===== src/rtl/hem_pkg.sv =====
// Shared constants, codes and types for the HDR exposure merge block.
package hem_pkg;

  localparam int SAMPLE_BITS  = 8;
  localparam int LINEAR_BITS  = 20;
  localparam int CHANNEL_BITS = 2;
  localparam int NUM_CHANNELS = 3;
  localparam int GAIN_BITS    = 16;
  localparam int GAIN_FRAC    = 16;
  localparam int CFG_DATA_BITS = 16;
  localparam int CFG_INDEX_BITS = 2;

  localparam int CODES       = 1 << SAMPLE_BITS;
  localparam int TABLE_DEPTH = NUM_CHANNELS * CODES;
  localparam int ADDR_BITS   = CHANNEL_BITS + SAMPLE_BITS;

  // Linear value times Q0.16 gain, plus the half-LSB rounding term.
  localparam int PROD_BITS = LINEAR_BITS + GAIN_BITS;
  localparam logic [PROD_BITS-1:0] GAIN_ROUND = PROD_BITS'(1) << (GAIN_FRAC - 1);

  // Three-way average: floor((sum + 1) / 3) by reciprocal multiply.
  localparam int SUM_BITS   = LINEAR_BITS + 2;
  localparam int DIV3_SHIFT = SUM_BITS + 2;
  localparam int DIV3_BITS  = DIV3_SHIFT - 1;
  localparam logic [63:0] DIV3_RECIP_FULL = ((64'd1 << DIV3_SHIFT) + 64'd2) / 64'd3;
  localparam logic [DIV3_BITS-1:0] DIV3_RECIP = DIV3_RECIP_FULL[DIV3_BITS-1:0];
  localparam int DIV3_PROD_BITS = SUM_BITS + DIV3_BITS;

  localparam int QUEUE_DEPTH = 4;
  localparam int QPTR_BITS   = $clog2(QUEUE_DEPTH);

  localparam logic [GAIN_BITS-1:0]   GAIN_RESET = '1;
  localparam logic [SAMPLE_BITS-1:0] SAT_RESET  = '1;

  typedef enum logic {
    OP_LOAD  = 1'b0,
    OP_MERGE = 1'b1
  } op_t;

  typedef enum logic {
    MODE_PICK    = 1'b0,
    MODE_AVERAGE = 1'b1
  } mode_t;

  typedef enum logic [1:0] {
    SRC_SHORT = 2'd0,
    SRC_MID   = 2'd1,
    SRC_LONG  = 2'd2
  } source_t;

  typedef enum logic [CFG_INDEX_BITS-1:0] {
    CFG_MERGE_MODE = 2'd0,
    CFG_GAIN_MID   = 2'd1,
    CFG_GAIN_LONG  = 2'd2,
    CFG_SAT_LEVEL  = 2'd3
  } cfg_index_t;

  typedef struct packed {
    mode_t                  merge_mode;
    logic [GAIN_BITS-1:0]   gain_mid;
    logic [GAIN_BITS-1:0]   gain_long;
    logic [SAMPLE_BITS-1:0] sat_level;
  } cfg_t;

  // One classified item as it sits in the queue.
  typedef struct packed {
    logic                   is_load;
    logic                   ch_ok;
    logic                   long_ok;
    logic                   mid_ok;
    logic [ADDR_BITS-1:0]   addr_s;   // write address for loads
    logic [ADDR_BITS-1:0]   addr_m;
    logic [ADDR_BITS-1:0]   addr_l;
    logic [LINEAR_BITS-1:0] value;
  } cmd_t;

endpackage


===== src/rtl/hem_queue.sv =====
// Short command queue between the front end and the merge pipeline.
module hem_queue (
  input  logic          clk,
  input  logic          rst,
  input  logic          push,
  input  hem_pkg::cmd_t push_data,
  input  logic          pop,
  output hem_pkg::cmd_t head,
  output logic          not_empty,
  output logic          full
);
  import hem_pkg::*;

  cmd_t                 entries [QUEUE_DEPTH];
  logic [QPTR_BITS-1:0] wr_ptr;
  logic [QPTR_BITS-1:0] rd_ptr;
  logic [QPTR_BITS:0]   count;

  assign head      = entries[rd_ptr];
  assign not_empty = (count != '0);
  assign full      = (count == (QPTR_BITS + 1)'(QUEUE_DEPTH));

  always_ff @(posedge clk) begin
    if (push) begin
      entries[wr_ptr] <= push_data;
    end
  end

  always_ff @(posedge clk) begin
    if (rst) begin
      wr_ptr <= '0;
      rd_ptr <= '0;
      count  <= '0;
    end else begin
      if (push) begin
        wr_ptr <= wr_ptr + 1'b1;
      end
      if (pop) begin
        rd_ptr <= rd_ptr + 1'b1;
      end
      case ({push, pop})
        2'b10:   count <= count + 1'b1;
        2'b01:   count <= count - 1'b1;
        default: count <= count;
      endcase
    end
  end

endmodule


===== config.mk =====
export PLATFORM = sky130hd
export DESIGN_NAME = hem_queue
export DESIGN_NICKNAME = d
export VERILOG_FILES = /design/src/rtl/hem_pkg.sv /design/src/rtl/hem_queue.sv
export SDC_FILE = /design/constraint.sdc
export NUM_CORES = 1
export LEC_CHECK = 0
export BUFFER_PORTS_ARGS = -buffer_cell sky130_fd_sc_hd__buf_2
export CORE_AREA = 2 2 186 188
export DETAILED_ROUTE_END_ITERATION = 12
export DIE_AREA = 0 0 188 190
export PLACE_DENSITY_LB_ADDON = 0.2
export SYNTH_ARGS = -nofsm -noshare
export SYNTH_HDL_FRONTEND = slang
export SYNTH_SLANG_ARGS = --single-unit

===== constraint.sdc =====
create_clock -name clk -period 2.6 [get_ports clk]
set_input_delay 0.13 -clock clk [delete_from_list [all_inputs] [get_ports clk]]
set_output_delay 0.13 -clock clk [all_outputs]
set_load 0.05 [all_outputs]

[Yosys cells after proc, flatten, opt, wreduce, memory -nomap -nowiden]
Memory sizes are Yosys's and may differ from the RTL's. A register that Yosys moved wholly into a read port is not among the register bits.
Index checks and enable logic that the tools add are counted.
Cells by class
  $add $sub $neg: 4
  equal/unequal tests: 3
  mux-type cells: 5
  reduce and logical (&&, ||, !) cells: 2
Operator list (number)
  3-bit one-hot mux with 2 select lines: 1
  2-bit by 1-bit adder with 2-bit output, second input constant: 2
  2-bit 2-to-1 mux: 2
  3-bit by 1-bit adder with 3-bit output, second input constant: 1
  3-bit == test, second input constant: 1
  3-bit nonzero test: 1
  3-bit by 1-bit subtractor with 3-bit output, second input constant: 1
  2-bit by 1-bit == test with 1-bit output, second input constant: 1
  2-bit == test, second input constant: 1
  1-bit 2-to-1 mux: 2
  2-bit nonzero test: 1
Word-level totals
  flip-flop bits (word level): 7
  RAM bits: 216
  input port bits: 58
  word-level logic and storage cells: 18
  memories kept: 1
Memory list
  entries: depth 4, bits a word 54, read ports 1, clocked after memory_dff 1, wr ports 1, line hem_queue.sv:14  | cmd_t entries [QUEUE_DEPTH];

[Longest topological paths before layout]
  depth in word-level cells: 3
  depth in mapped cells: 6
  gate-level depth less buffers: 6

[Worst setup path before layout]
No wires, ideal clock.
  kind: reg2reg
  start point: reg wr_ptr[0]
  end point: mem entries[2][0] (netlist bit), enable pin
  setup time: 0.417 ns
  arrival: 1.824 ns
  data required time: 2.183 ns
  slack: 0.359 ns
  cell stages (with the launch flop): 4
  path buffers: 0
  clock period less this slack: 2.241 ns
  cell sequence: dfxtp_1 -> inv_1 -> ha_1 -> and2_1
RTL lines
  start, declared: line hem_queue.sv:15  | logic [QPTR_BITS-1:0] wr_ptr;
  start signal, assigned: line hem_queue.sv:36  | wr_ptr <= wr_ptr + 1'b1;
  end, declared: line hem_queue.sv:14
No word-level cell before the write port.

==> results.sh <==
export IMPL_status="complete, no violations"
export IMPL_syn_avg_cell_area_um2=25.5
export IMPL_fin_crit_sh_pct=90.5
export IMPL_fmax_mhz=425
export IMPL_synth_fp_nets=389
export IMPL_worst_pin_slew_ps=511
export IMPL_setup_violations=0
export IMPL_synth_cells=325
export IMPL_slew_headroom_pct=65.9
export IMPL_cts_tree="done"
export IMPL_final_nets=582
export IMPL_core_area_um2=33900
export IMPL_drive_above_1_share_pct=39.8
export IMPL_ys_warn_count=0
export IMPL_die_w_um=188
export IMPL_drt_wl_total_um=17000
export IMPL_track_usage_pct=9.58
export IMPL_synth_largest_area_cell="edfxtp_1"
export IMPL_r2r_setup_slack_ps=930
export IMPL_grt_pass1_wl_um=26100
export IMPL_dr_total_vias=3991
export IMPL_regToRegStartpoint="wr_ptr[0]"
export IMPL_setup_tns_ps=0
export IMPL_syn2layout_area_growth_pct=30.4
export IMPL_period_needed_ps=2350
export IMPL_crit_path_start_kind="register"
export IMPL_hpwlAfterDp_um=10200
export IMPL_fin_hold_ws_ps=363
export IMPL_clock_sinks=225
export IMPL_antenna_found_initial=1
export IMPL_drt_first_pass_iters=4
export IMPL_rsz0062_at_grt="no"
export IMPL_cp_arrival_ps=2220
export IMPL_p_sw_share_pct=25.7
export IMPL_pwr_share_comb_pct=14.1
export IMPL_initial_core_util_pct=24.4
export IMPL_wl_per_cell_um=17.1
export IMPL_synthTopCellsByArea="edfxtp_1 (78%), mux4_2 (14%), dfxtp_1 (2.2%), mux4_1 (1.3%), buf_12 (1.2%)"
export IMPL_seqPwrFrac_pct=47.9
export IMPL_reg2reg_to="entries[0][40]"
export IMPL_cap_violations=0
export IMPL_rr_worst_depth=4
export IMPL_p_int_mw=6.57
export IMPL_io_pins=114
export IMPL_critPathKind="reg2out"
export IMPL_die_area_um2=35700
export IMPL_die_h_um=190
export IMPL_worst_setup_path_end_kind="output port"
export IMPL_fin_total_pwr_mw=8.85
export IMPL_insertion_delay_ps=520
export IMPL_worstHoldPathType="in2reg"
export IMPL_mappedNetlistArea_um2=8290
export IMPL_cts_root_buf="clkbuf_16"
export IMPL_dpl_cell_area_um2=9440
export IMPL_cts_buffer_depth=3
export IMPL_synth_top_area_share_pct=78.3
export IMPL_synth_cell_types=22
export IMPL_htree_num_levels=1
export IMPL_gp_congestion=0.651
export IMPL_vias_per_cell=4.02
export IMPL_grt_pass1_vias=4465
export IMPL_diodes=0
export IMPL_hold_violations=0
export IMPL_cts_clk_slew_worst_paths_ps=60
export IMPL_p_leak_nw=3.64
export IMPL_crit_end="head[45]"
export IMPL_drv_slew=0
export IMPL_peakVddDrop_mv=0.391
export IMPL_yosysSeqAreaShare_pct=80.5
export IMPL_ant_nets=0
export IMPL_p_clk_share_pct=38.0
export IMPL_drt_iter0_drc=152
export IMPL_drc=0
export IMPL_final_core_util_pct=31.8
export IMPL_p_per_area_nw_per_um2=819
export IMPL_cts_setup_buffers=0
export IMPL_synth_seq_cells=225
export IMPL_critPathMaxFanout=22
export IMPL_required_ps=2470
export IMPL_grt_overflow=0
export IMPL_finClkSkew_ps=8.65
export IMPL_cts_buffers=26
export IMPL_grt_start_max_net_pins=34
export IMPL_final_area_um2=10800
export IMPL_switching_power_mw=2.28
export IMPL_io_buffers=113
export IMPL_rows=68
==> synthesized netlist by cell type <==
cell type and number:
a21oi_1 1, and2_1 4, buf_12 5, buf_2 5, buf_6 1, clkbuf_1 1, clkbuf_2 1, dfxtp_1 9
edfxtp_1 216, fa_1 1, ha_1 5, inv_1 3, mux2i_1 2, mux4_1 4, mux4_2 50, nand2_1 1
nor2_1 7, nor3b_1 1, o21ai_0 1, or3_1 2, xnor2_1 3, xor2_1 2
==> worst max-delay path, cell delays in order (launching register included) <==
cell and delay, ps:
dfxtp_4 570, buf_12 260, mux4_1 590, buf_2 230
==> cell families after synthesis <==
kind of cell               Yosys count  share of synthesized area (%)
AOI/OAI and AO/OA                    2                          0.121
adders and majority gates            6                          0.997
xor gates and xnor gates             5                          0.529
DFF                                225                           80.5
buffers and inverters               16                           1.89
muxes                               56                           15.1
and+or+nand+nor                     15                          0.906
==> registers in the layout (all words and copies together), names as in the netlist, named ones only <==
register	flops
rd_ptr	2
count	3
entries	216
wr_ptr	2
==> final cells by class <==
type                    instances  area, um^2
clock inverters                15        97.6
multi-input cells              84        1470
clock buffers                  33         698
fillers                      3285       23100
inverters                       3        11.3
repair buffers                178        1280
well taps                     455         569
flip-flops and latches        225        6670
==> worst min-delay path by stage <==
| stage | depth (start not counted) | end | slack, ps | from |
|---|---|---|---|---|
| CTS | 2 | entries[2][7] | 320 | push_data[7] |
| floorplan | 0 | entries[0][0] | 230 | push_data[0] |
| global route | 2 | entries[3][14] | 350 | push_data[14] |
| finish | 2 | entries[2][47] | 360 | push_data[47] |
| detailed placement | 1 | entries[0][7] | 350 | push_data[7] |
| global placement | 1 | entries[0][37] | 340 | push_data[37] |
==> cells in the final DEF (no fill, tap or decap), types with 3 or more instances in the layout <==
| cell | n |
|---|---|
| xnor2_1 | 3 |
| dfxtp_1 | 7 |
| clkbuf_16 | 27 |
| and2_4 | 4 |
| edfxtp_1 | 216 |
| buf_12 | 7 |
| ha_1 | 5 |
| clkinv_2 | 8 |
| nor2_1 | 7 |
| buf_2 | 113 |
| clkinv_1 | 5 |
| clkbuf_1 | 6 |
| inv_1 | 3 |
| mux4_1 | 4 |
| dlygate4sd3_1 | 57 |
| mux4_2 | 50 |
==> power by group through the flow <==
| stage | sequential (mW) | clock, mW | combinational (mW) |
|---|---|---|---|
| 2_1_floorplan | 4.27 | 0 | 0.915 |
| 6_report | 4.24 | 3.37 | 1.25 |
| 3_3_place_gp | 4.31 | 0 | 1.20 |
| 3_5_place_dp | 4.32 | 0 | 1.21 |
| 5_1_grt | 4.26 | 3.61 | 1.33 |
| 4_1_cts | 4.24 | 3.50 | 1.28 |
==> metal layers <==
metal	wire, um	track usage, %	vias up
li1	-	-	1767
met1	7470	12.2	2096
met2	8290	16.2	94
met3	907	2.32	32
met4	344	2.91	2
met5	12	0	-
==> what timing repair did <==
action,in CTS,in global routing
gates resized for setup,0,0
hold buffers,57,0
hold endpoints to repair,225,0
==> per-stage QoR <==
step	std cells	worst slack (ps)
3_5_place_dp	888	738
5_1_grt	993	109
2_1_floorplan	325	359
4_1_cts	993	152
6_report	993	247
3_3_place_gp	888	729
No activity file was read; power rests on OpenSTA's default activity.
