===== config.mk =====
export PLATFORM = sky130hd
export DESIGN_NAME = hem_front
export DESIGN_NICKNAME = d
export VERILOG_FILES = /design/src/rtl/hem_pkg.sv /design/src/rtl/hem_front.sv
export SDC_FILE = /design/constraint.sdc
export NUM_CORES = 1
export LEC_CHECK = 0
export BUFFER_PORTS_ARGS = -buffer_cell sky130_fd_sc_hd__buf_2
export CAP_MARGIN = 20
export CORE_UTILIZATION = 24
export DETAILED_ROUTE_END_ITERATION = 8
export PLACE_DENSITY = 0.81
export SLEW_MARGIN = 40
export SYNTH_ARGS = -nofsm -noshare
export SYNTH_HDL_FRONTEND = slang
export SYNTH_SLANG_ARGS = --single-unit

===== constraint.sdc =====
create_clock -name vclk -period 1.05
set_clock_uncertainty 0.05 [all_clocks]
set_input_delay 0.105 -clock vclk [all_inputs]
set_output_delay 0.105 -clock vclk [all_outputs]
set_load 0.01 [all_outputs]

===== src/rtl/hem_pkg.sv =====
// Shared constants, codes and types for the HDR exposure merge block.
package hem_pkg;

  localparam int SAMPLE_BITS  = 8;
  localparam int LINEAR_BITS  = 20;
  localparam int CHANNEL_BITS = 2;
  localparam int NUM_CHANNELS = 3;
  localparam int GAIN_BITS    = 16;
  localparam int GAIN_FRAC    = 16;
  localparam int CFG_DATA_BITS = 16;
  localparam int CFG_INDEX_BITS = 2;

  localparam int CODES       = 1 << SAMPLE_BITS;
  localparam int TABLE_DEPTH = NUM_CHANNELS * CODES;
  localparam int ADDR_BITS   = CHANNEL_BITS + SAMPLE_BITS;

  // Linear value times Q0.16 gain, plus the half-LSB rounding term.
  localparam int PROD_BITS = LINEAR_BITS + GAIN_BITS;
  localparam logic [PROD_BITS-1:0] GAIN_ROUND = PROD_BITS'(1) << (GAIN_FRAC - 1);

  // Three-way average: floor((sum + 1) / 3) by reciprocal multiply.
  localparam int SUM_BITS   = LINEAR_BITS + 2;
  localparam int DIV3_SHIFT = SUM_BITS + 2;
  localparam int DIV3_BITS  = DIV3_SHIFT - 1;
  localparam logic [63:0] DIV3_RECIP_FULL = ((64'd1 << DIV3_SHIFT) + 64'd2) / 64'd3;
  localparam logic [DIV3_BITS-1:0] DIV3_RECIP = DIV3_RECIP_FULL[DIV3_BITS-1:0];
  localparam int DIV3_PROD_BITS = SUM_BITS + DIV3_BITS;

  localparam int QUEUE_DEPTH = 4;
  localparam int QPTR_BITS   = $clog2(QUEUE_DEPTH);

  localparam logic [GAIN_BITS-1:0]   GAIN_RESET = '1;
  localparam logic [SAMPLE_BITS-1:0] SAT_RESET  = '1;

  typedef enum logic {
    OP_LOAD  = 1'b0,
    OP_MERGE = 1'b1
  } op_t;

  typedef enum logic {
    MODE_PICK    = 1'b0,
    MODE_AVERAGE = 1'b1
  } mode_t;

  typedef enum logic [1:0] {
    SRC_SHORT = 2'd0,
    SRC_MID   = 2'd1,
    SRC_LONG  = 2'd2
  } source_t;

  typedef enum logic [CFG_INDEX_BITS-1:0] {
    CFG_MERGE_MODE = 2'd0,
    CFG_GAIN_MID   = 2'd1,
    CFG_GAIN_LONG  = 2'd2,
    CFG_SAT_LEVEL  = 2'd3
  } cfg_index_t;

  typedef struct packed {
    mode_t                  merge_mode;
    logic [GAIN_BITS-1:0]   gain_mid;
    logic [GAIN_BITS-1:0]   gain_long;
    logic [SAMPLE_BITS-1:0] sat_level;
  } cfg_t;

  // One classified item as it sits in the queue.
  typedef struct packed {
    logic                   is_load;
    logic                   ch_ok;
    logic                   long_ok;
    logic                   mid_ok;
    logic [ADDR_BITS-1:0]   addr_s;   // write address for loads
    logic [ADDR_BITS-1:0]   addr_m;
    logic [ADDR_BITS-1:0]   addr_l;
    logic [LINEAR_BITS-1:0] value;
  } cmd_t;

endpackage


===== src/rtl/hem_front.sv =====
// Front end: classifies an input item into a queue command.
module hem_front (
  input  logic                             op,
  input  logic [hem_pkg::CHANNEL_BITS-1:0] channel,
  input  logic [hem_pkg::SAMPLE_BITS-1:0]  table_index,
  input  logic [hem_pkg::LINEAR_BITS-1:0]  table_value,
  input  logic [hem_pkg::SAMPLE_BITS-1:0]  sample_short,
  input  logic [hem_pkg::SAMPLE_BITS-1:0]  sample_mid,
  input  logic [hem_pkg::SAMPLE_BITS-1:0]  sample_long,
  input  hem_pkg::cfg_t                    cfg,
  output hem_pkg::cmd_t                    cmd
);
  import hem_pkg::*;

  logic                    ch_ok;
  logic [CHANNEL_BITS-1:0] ch_base;
  logic                    is_load;

  always_comb begin
    is_load = (op == OP_LOAD);
    ch_ok   = (channel < CHANNEL_BITS'(NUM_CHANNELS));
    // Channel three never addresses the table; point it at channel zero.
    ch_base = ch_ok ? channel : '0;

    cmd.is_load = is_load;
    cmd.ch_ok   = ch_ok;
    cmd.long_ok = (sample_long < cfg.sat_level);
    cmd.mid_ok  = (sample_mid < cfg.sat_level);
    cmd.addr_s  = {ch_base, (is_load ? table_index : sample_short)};
    cmd.addr_m  = {ch_base, sample_mid};
    cmd.addr_l  = {ch_base, sample_long};
    cmd.value   = table_value;
  end

endmodule


==> Word-level counts from Yosys, hierarchy flattened <==
Index checks and enable logic that the tools add are counted.
{ "totals": {"out_inout_bits": 54, "inputBits": 96, "ff_bits": 0, "elab_cells": 6} }
{ "op_classes": {"mux": 2, "n_bitwise": 1, "n_lt_le_gt_ge": 3} }
{ "ops": {"columns": ["op", "count"], "rows": [
  ["< comparator 8 bit", 2],
  ["two-way mux 8 bit", 1],
  ["< comparator 2 bit (second input constant)", 1],
  ["two-way mux 2 bit", 1],
  ["inverter 1 bit", 1]
]} }

==> Depth between registers and ports, before layout <==
Gate-level depths: netlist of the first run.
{ "logic_depth": {"word_depth": 2, "mapped_depth": 5, "mapped_depth_nobuf": 5} }

==> Least setup slack after synthesis of the first run <==
Ideal clock, no wire load.
{ "synth_path": {"kind": "in2out", "startpoint": "input cfg[6] (netlist bit)", "endpoint": "output cmd[50] (netlist bit)", "path_stages": 5, "required_ns": 0.895, "arrival_ns": 1.000, "n_path_buf": 0, "path_slack_ns": -0.105, "path_cell_list": "inv_1 -> ha_1 -> a21o_1 -> a21o_1 -> a41oi_1"} }
{ "synth_lines": {"columns": ["element", "line_no", "text"], "rows": [
  ["start, declared", "hem_front.sv:10", "input hem_pkg::cfg_t cfg,"],
  ["end, declared", "hem_front.sv:11", "output hem_pkg::cmd_t cmd"]
]} }

==> results.cfg, run 1 <==
[route]
first_pass_iters = 6
drtIter0Drc = 19
drtAntennaViolNets = 0
routed_via_density = 4.38
drc = 7
num_vias = 722
routed_wl_um = 1900
wl_per_cell_um = 11.5

[global_routing]
grt_usage = 0.0974
grt_pass1_wl_um = 2620
antenna_found_initial = 0
grt-ovfl-total = 0
first_global_vias = 642
grt_max_degree = 10

[hold_path]
hold_path.class = input port to output port

[cells_and_area]
layout.nets = 246
syn2layout_area_growth_pct = 39.8
area.sequential_sq_um = 0
final_util = 0.367
drive_gt1_frac = 0.821
diodes = 0
seq_cells = 0
fin_cells = 165
clock_buffers = 0
fillers = 308

[sta]
hold_ws_ns = 0.160
drv_slew = 0
maxSlewHeadroom = 0.869
setup_viol = 2
hold_viol_final = 0
finalCriticalPeriod_ns = 1.27
fin_ws_ns = -0.216
period_share = 1.21
tightest_slew_ns = 0.195
rsz0062_at_grt = yes
fmax_mhz = 790

[yosys]
netlist_area_sq_um = 748
netlist.top_cell.by_area = buf_4
synthMostInstantiatedCell = buf_4
synth_warnings = 0
synth_top_area_frac = 0.421
yosys.cell_types.count = 20
synth_nets = 204
synthCells = 94
avgSynthCellArea_sq_um = 7.96
synth_seq_area_share = 0
ys_top_cells_by_count = 42 x buf_4, 14 x ha_1, 8 x inv_1, 8 x mux2_2
yosys-top-cells-area = buf_4 42%, ha_1 23%, mux2_2 12%, inv_1 4.0%, a211oi_1 2.0%

[place]
dp_cells = 165
port_buffers = 77
gp_congestion = 0.761
dp_slack_ns = -0.296
place.detailed.hpwl_um = 1560

[critical_path]
slowest_delay_ns = 0.26
crit_chain = buf_2, inv_2, ha_4, nand4_1, nor3_2, o22ai_2, buf_2
arrival_ns = 1.11
crit_type = input port to output port
start_kind = input port
critPathRequiredTime_ns = 0.89
crit_fanout = 2
worstSetupEndpointType = output port
slowest_stage = ha_4
critPathMostFrequentCell = buf_2

[floorplan]
start_util = 0.262
die_w_um = 57.8
rows = 19
coreArea_sq_mm = 0.00285
dieArea_sq_mm = 0.00334
num_io_pins = 150
die_y_um = 57.8

[power]
p_leak_nw = 0.575
p_per_area_mw_per_mm2 = 444
peakVddDrop_v = 0.000114

[status]
failed_checks = DRC, setup timing
status = finished, violations left

[job]
maxCapViolCount = 0
## per-layer routing
metal / vias to the layer above / track usage / part of all wire
met5: - / 0 / 0
met4: 0 / 0.0204 / 0.014
met3: 4 / 0.0313 / 0.13
met2: 44 / 0.190 / 0.51
met1: 320 / 0.0997 / 0.34
li1: 354 / - / -
## layout make-up
class                           instances  area, sq um  area share
Timing Repair Buffer                   83          449       0.429
Inverter                                8         32.5      0.0311
Multi-Input combinational cell         43          526       0.502
Tap cell                               31         38.8      0.0371
## where the power goes
part	switching (mW)	leakage, nW	internal [mW]
sequential	0	0	0
combinational	0.211	0.575	0.254
clock	0	0	0
total	0.211	0.575	0.254
## critical path: cells and delay by family
family	cells	cell delay, ns
simple gates	2	0.36
buf+inv	3	0.30
compound gates	1	0.08
fa+ha+maj	1	0.26
## placed cells by master, fill, tap and decap left out, types with 2 or more instances in the layout
cell type and instances:
buf_2 74, mux2_2 8, ha_1 7, ha_4 7
buf_4 6, inv_2 4, inv_1 3, buf_6 3
nor2b_1 2, nor2_1 2, nand2b_1 2, a211oi_2 2
a21o_1 2
## kinds of logic after synthesis
group                    Yosys count  synth area share
adder cells (fa/ha/maj)           14             0.234
multiplexers                       8             0.120
AO/OA/AOI/OAI                     12             0.114
AND/OR/NAND/NOR                    9            0.0635
buffers and inverters             51             0.468
## stage by stage
stage                     TNS (ns)  cell area (sq um)  total power, mW
after global routing        -0.539               1050            0.508
after floorplan            -0.0294                774            0.331
after global placement      -0.539                923            0.389
after detailed placement    -0.557                923            0.398
after CTS                   -0.389               1000            0.438
final                       -0.429               1050            0.465
## worst paths after layout
kind	from	cells past startpoint	slack, ns	endpoint
setup / recovery	cfg[4]	7	-0.22	cmd[51]
hold / removal	table_value[10]	0	0.16	cmd[10]
## repair_timing
item,in CTS,in global routing
hold buffers,0,0
pin swaps,11,8
endpoints found under the setup margin,2,2
endpoints found under the hold margin,0,0
setup buffers,0,0
cloned,0,0
gates resized for setup,13,9
(Power assumes the default switching activity.)
==> run 2: changes to the inputs <==
--- a/config.mk
+++ b/config.mk
@@ -7,6 +7,8 @@
 export LEC_CHECK = 0
 export BUFFER_PORTS_ARGS = -buffer_cell sky130_fd_sc_hd__buf_2
 export CAP_MARGIN = 20
+export CORE_ASPECT_RATIO = 1.5
+export CORE_MARGIN = 3
 export CORE_UTILIZATION = 24
 export DETAILED_ROUTE_END_ITERATION = 8
 export PLACE_DENSITY = 0.81
==> results.cfg, run 2 (synthesis results as in run 1) <==
[cells_and_area]
drive_gt1_frac = 0.822
layout.nets = 247
area.sequential_sq_um = 0
layout_common_cells = 73 x buf_2, 8 x mux2_2, 7 x ha_1, 6 x ha_4, 6 x buf_4
syn2layout_area_growth_pct = 45.5
layout_commonest_cell = buf_2
final_util = 0.370
diodes = 0
clock_buffers = 0
seq_cells = 0
fillers = 321

[sta]
setup_viol = 2
fin_ws_ns = -0.161
period_share = 1.15
hold_viol_final = 0
finalCriticalPeriod_ns = 1.21
fmax_mhz = 826
tightest_slew_ns = 0.191
maxSlewHeadroom = 0.873
rsz0062_at_grt = yes
drv_slew = 0
timing.setup.tns_ns = -0.298

[floorplan]
die_w_um = 51.6
dieArea_sq_mm = 0.00384
num_io_pins = 150
die_y_um = 74.4
coreArea_sq_mm = 0.00294
start_util = 0.254
rows = 24

[critical_path]
start_kind = input port
crit_type = input port to output port
worstSetupEndpointType = output port
arrival_ns = 1.06
critPathRequiredTime_ns = 0.89
crit_fanout = 2

[place]
place.detailed.hpwl_um = 1810
port_buffers = 77
gp_congestion = 0.625
dp_slack_ns = -0.296

[power]
p_per_area_mw_per_mm2 = 441
totalPowerFinal_mw = 0.480
p_leak_nw = 0.586
peakVddDrop_v = 0.000160

[route]
drtIter0Drc = 2
wl_per_cell_um = 11.1
drtAntennaViolNets = 0
drc = 0
routed_via_density = 4.31
routed_wl_um = 1930
first_pass_iters = 2
num_vias = 750

[job]
maxCapViolCount = 0

[hold_path]
whs_path_depth = 0
hold_path.class = input port to output port
whs_endpoint = cmd[10]
min_from = table_value[10]

[global_routing]
grt-ovfl-total = 0
grt_usage = 0.0909
grt_pass1_wl_um = 2750
antenna_found_initial = 0
first_global_vias = 659
grt_max_degree = 10

[status]
status = finished, violations left
failed_checks = setup timing
[run 2: layout make-up]
type	count	area [sq um]	area share
multi-input combinational	43	527	0.484
timing repair buffer	84	470	0.432
inverter	8	42.5	0.0391
tap	39	48.8	0.0448
[run 2: routing by layer]
metal  up-vias  routed length, um  track usage
li1        357                  -            -
met1       309                536       0.0887
met2        72                928        0.183
met3        12                374       0.0120
met4         0                 92       0.0408
met5         -                  0            0
[run 2: how the worst max path moves through the flow]
stage,start,endpoint,slack (ns),cells past startpoint
5_1_grt,cfg[3],cmd[50],-0.22,7
3_3_place_gp,cfg[1],cmd[50],-0.29,7
6_report,cfg[6],cmd[50],-0.16,7
2_1_floorplan,cfg[6],cmd[50],-0.03,5
3_5_place_dp,cfg[1],cmd[50],-0.30,7
4_1_cts,cfg[1],cmd[51],-0.21,8
[run 2: metrics by stage]
step | cells | hold slack, ns | area [sq um]
2_1_floorplan | 94 | 0.221 | 774
3_3_place_gp | 174 | 0.160 | 941
3_5_place_dp | 174 | 0.160 | 941
4_1_cts | 174 | 0.160 | 1000
5_1_grt | 174 | 0.160 | 1090
6_report | 174 | 0.160 | 1090
[run 2: repair_timing]
item,CTS,global route
setup endpoints to repair,2,2
cloned,0,0
setup buffers,0,0
pin swaps,7,13
endpoints found under the hold margin,0,0
hold buffers,0,0
resized for setup,12,17
[run 2: power breakdown]
part           internal [mW]  switching (mW)  leakage (nW)
Sequential                 0               0             0
Clock                      0               0             0
Combinational          0.266           0.214         0.586
[run 2: worst max-delay path: stages]
cell	delay, ns
buf_6	0.10
inv_4	0.06
ha_4	0.20
a21o_1	0.14
a21o_1	0.18
a41oi_2	0.13
buf_2	0.15
==> run 3: changes to the inputs <==
--- a/config.mk
+++ b/config.mk
@@ -12,6 +12,7 @@
 export CORE_UTILIZATION = 24
 export DETAILED_ROUTE_END_ITERATION = 8
 export PLACE_DENSITY = 0.81
+export REMOVE_ABC_BUFFERS = 1
 export SLEW_MARGIN = 40
 export SYNTH_ARGS = -nofsm -noshare
 export SYNTH_HDL_FRONTEND = slang
==> results.cfg, run 3 (synthesis results as in run 1) <==
[critical_path]
start_kind = input port
crit_fanout = 2
critPathRequiredTime_ns = 0.89
slowest_delay_ns = 0.20
crit_type = input port to output port
crit_buf_inv = 3
crit_chain = buf_6, inv_4, ha_4, o211ai_1, o21ai_1, a41oi_2, buf_2
worstSetupEndpointType = output port
slowest_stage = ha_4
cp_top_family = compound AO/OA/AOI/OAI gates
arrival_ns = 1.05

[route]
drc = 0
wl_per_cell_um = 16.8
drtAntennaViolNets = 0
routed_wl_um = 2900
num_vias = 765
routed_via_density = 4.42
first_pass_iters = 4
drtIter0Drc = 1

[hold_path]
whs_endpoint = cmd[8]
min_from = table_value[8]
hold_path.class = input port to output port
whs_path_depth = 0

[job]
maxCapViolCount = 0

[sta]
drv_slew = 0
fmax_mhz = 827
period_share = 1.15
tightest_slew_ns = 0.206
finalCriticalPeriod_ns = 1.21
maxSlewHeadroom = 0.862
hold_viol_final = 0
timing.setup.tns_ns = -0.265
setup_viol = 2
fin_ws_ns = -0.159
rsz0062_at_grt = yes

[cells_and_area]
seq_cells = 0
final_util = 0.377
layout_commonest_cell = buf_2
diodes = 0
clock_buffers = 0
multi_input_area_sq_um = 537
syn2layout_area_growth_pct = 48.3
layout.nets = 246
layout_common_cells = 70 x buf_2, 9 x ha_4, 8 x mux2_2, 7 x buf_6
fillers = 320
area.sequential_sq_um = 0
drive_gt1_frac = 0.836

[power]
p_leak_nw = 0.582
p_per_area_mw_per_mm2 = 437
peakVddDrop_v = 0.000176

[global_routing]
grt_max_degree = 10
grt_usage = 0.137
antenna_found_initial = 0
grt-ovfl-total = 0
grt_pass1_wl_um = 3740
first_global_vias = 743

[floorplan]
rows = 24
coreArea_sq_mm = 0.00294
dieArea_sq_mm = 0.00384
start_util = 0.254
die_y_um = 74.4
die_w_um = 51.6
num_io_pins = 150

[place]
gp_congestion = 0.692
port_buffers = 77
place.detailed.hpwl_um = 2600

[status]
failed_checks = setup timing
status = finished, violations left
run 3: cell types whose count changed in the layout (fill, tap and decap cells not counted), moves of 2 or more:
cell | previous run | this run
buf_2 | 73 | 70
buf_6 | 4 | 7
ha_4 | 6 | 9
a211oi_2 | 1 | 3
a211oi_4 | 2 | 0
ha_1 | 7 | 5
inv_1 | 4 | 2
inv_2 | 0 | 2
run 3: how the worst max path moves through the flow:
stage | start | end | slack [ns] | cells after the start
finish | cfg[2] | cmd[50] | -0.16 | 7
CTS | cfg[2] | cmd[50] | -0.17 | 7
global placement | sample_long[4] | cmd[51] | -0.26 | 6
floorplan | cfg[6] | cmd[50] | -0.10 | 5
detailed placement | cfg[1] | cmd[50] | -0.30 | 7
global route | cfg[6] | cmd[50] | -0.19 | 7
run 3: routing by layer:
layer  global-route usage  vias to the layer above  share of wire
met5                    0                        -              0
met4               0.0525                        0          0.048
met3               0.0281                        4           0.17
met2                0.331                       88           0.56
met1               0.0851                      314           0.22
li1                     -                      359              -
run 3: final cells by class:
| class | instances | area share |
|---|---|---|
| timing repair buffer | 83 | 0.434 |
| inverter | 8 | 0.0383 |
| tap | 39 | 0.0440 |
| multi-input combinational | 43 | 0.484 |
run 3: through the flow:
step / area (sq um) / setup WS [ns] / power, mW / cells / hold WS, ns
floorplan: 428 / -0.105 / 0.153 / 51 / 0.160
global placement: 900 / -0.262 / 0.376 / 172 / 0.160
detailed placement: 900 / -0.302 / 0.382 / 172 / 0.160
CTS: 1090 / -0.171 / 0.473 / 173 / 0.160
global route: 1110 / -0.195 / 0.533 / 173 / 0.160
finish: 1110 / -0.159 / 0.485 / 173 / 0.160
run 3: repair_timing:
action	in CTS	in global routing
hold buffers	0	0
hold endpoints to repair	0	0
setup buffers	1	0
setup endpoints to repair	2	2
pin swaps	16	1
gates resized for setup	35	2
run 3: where the power goes:
group	switching [mW]	internal, mW	leakage (nW)
logic	0.218	0.267	0.582
clock network	0	0	0
registers	0	0	0
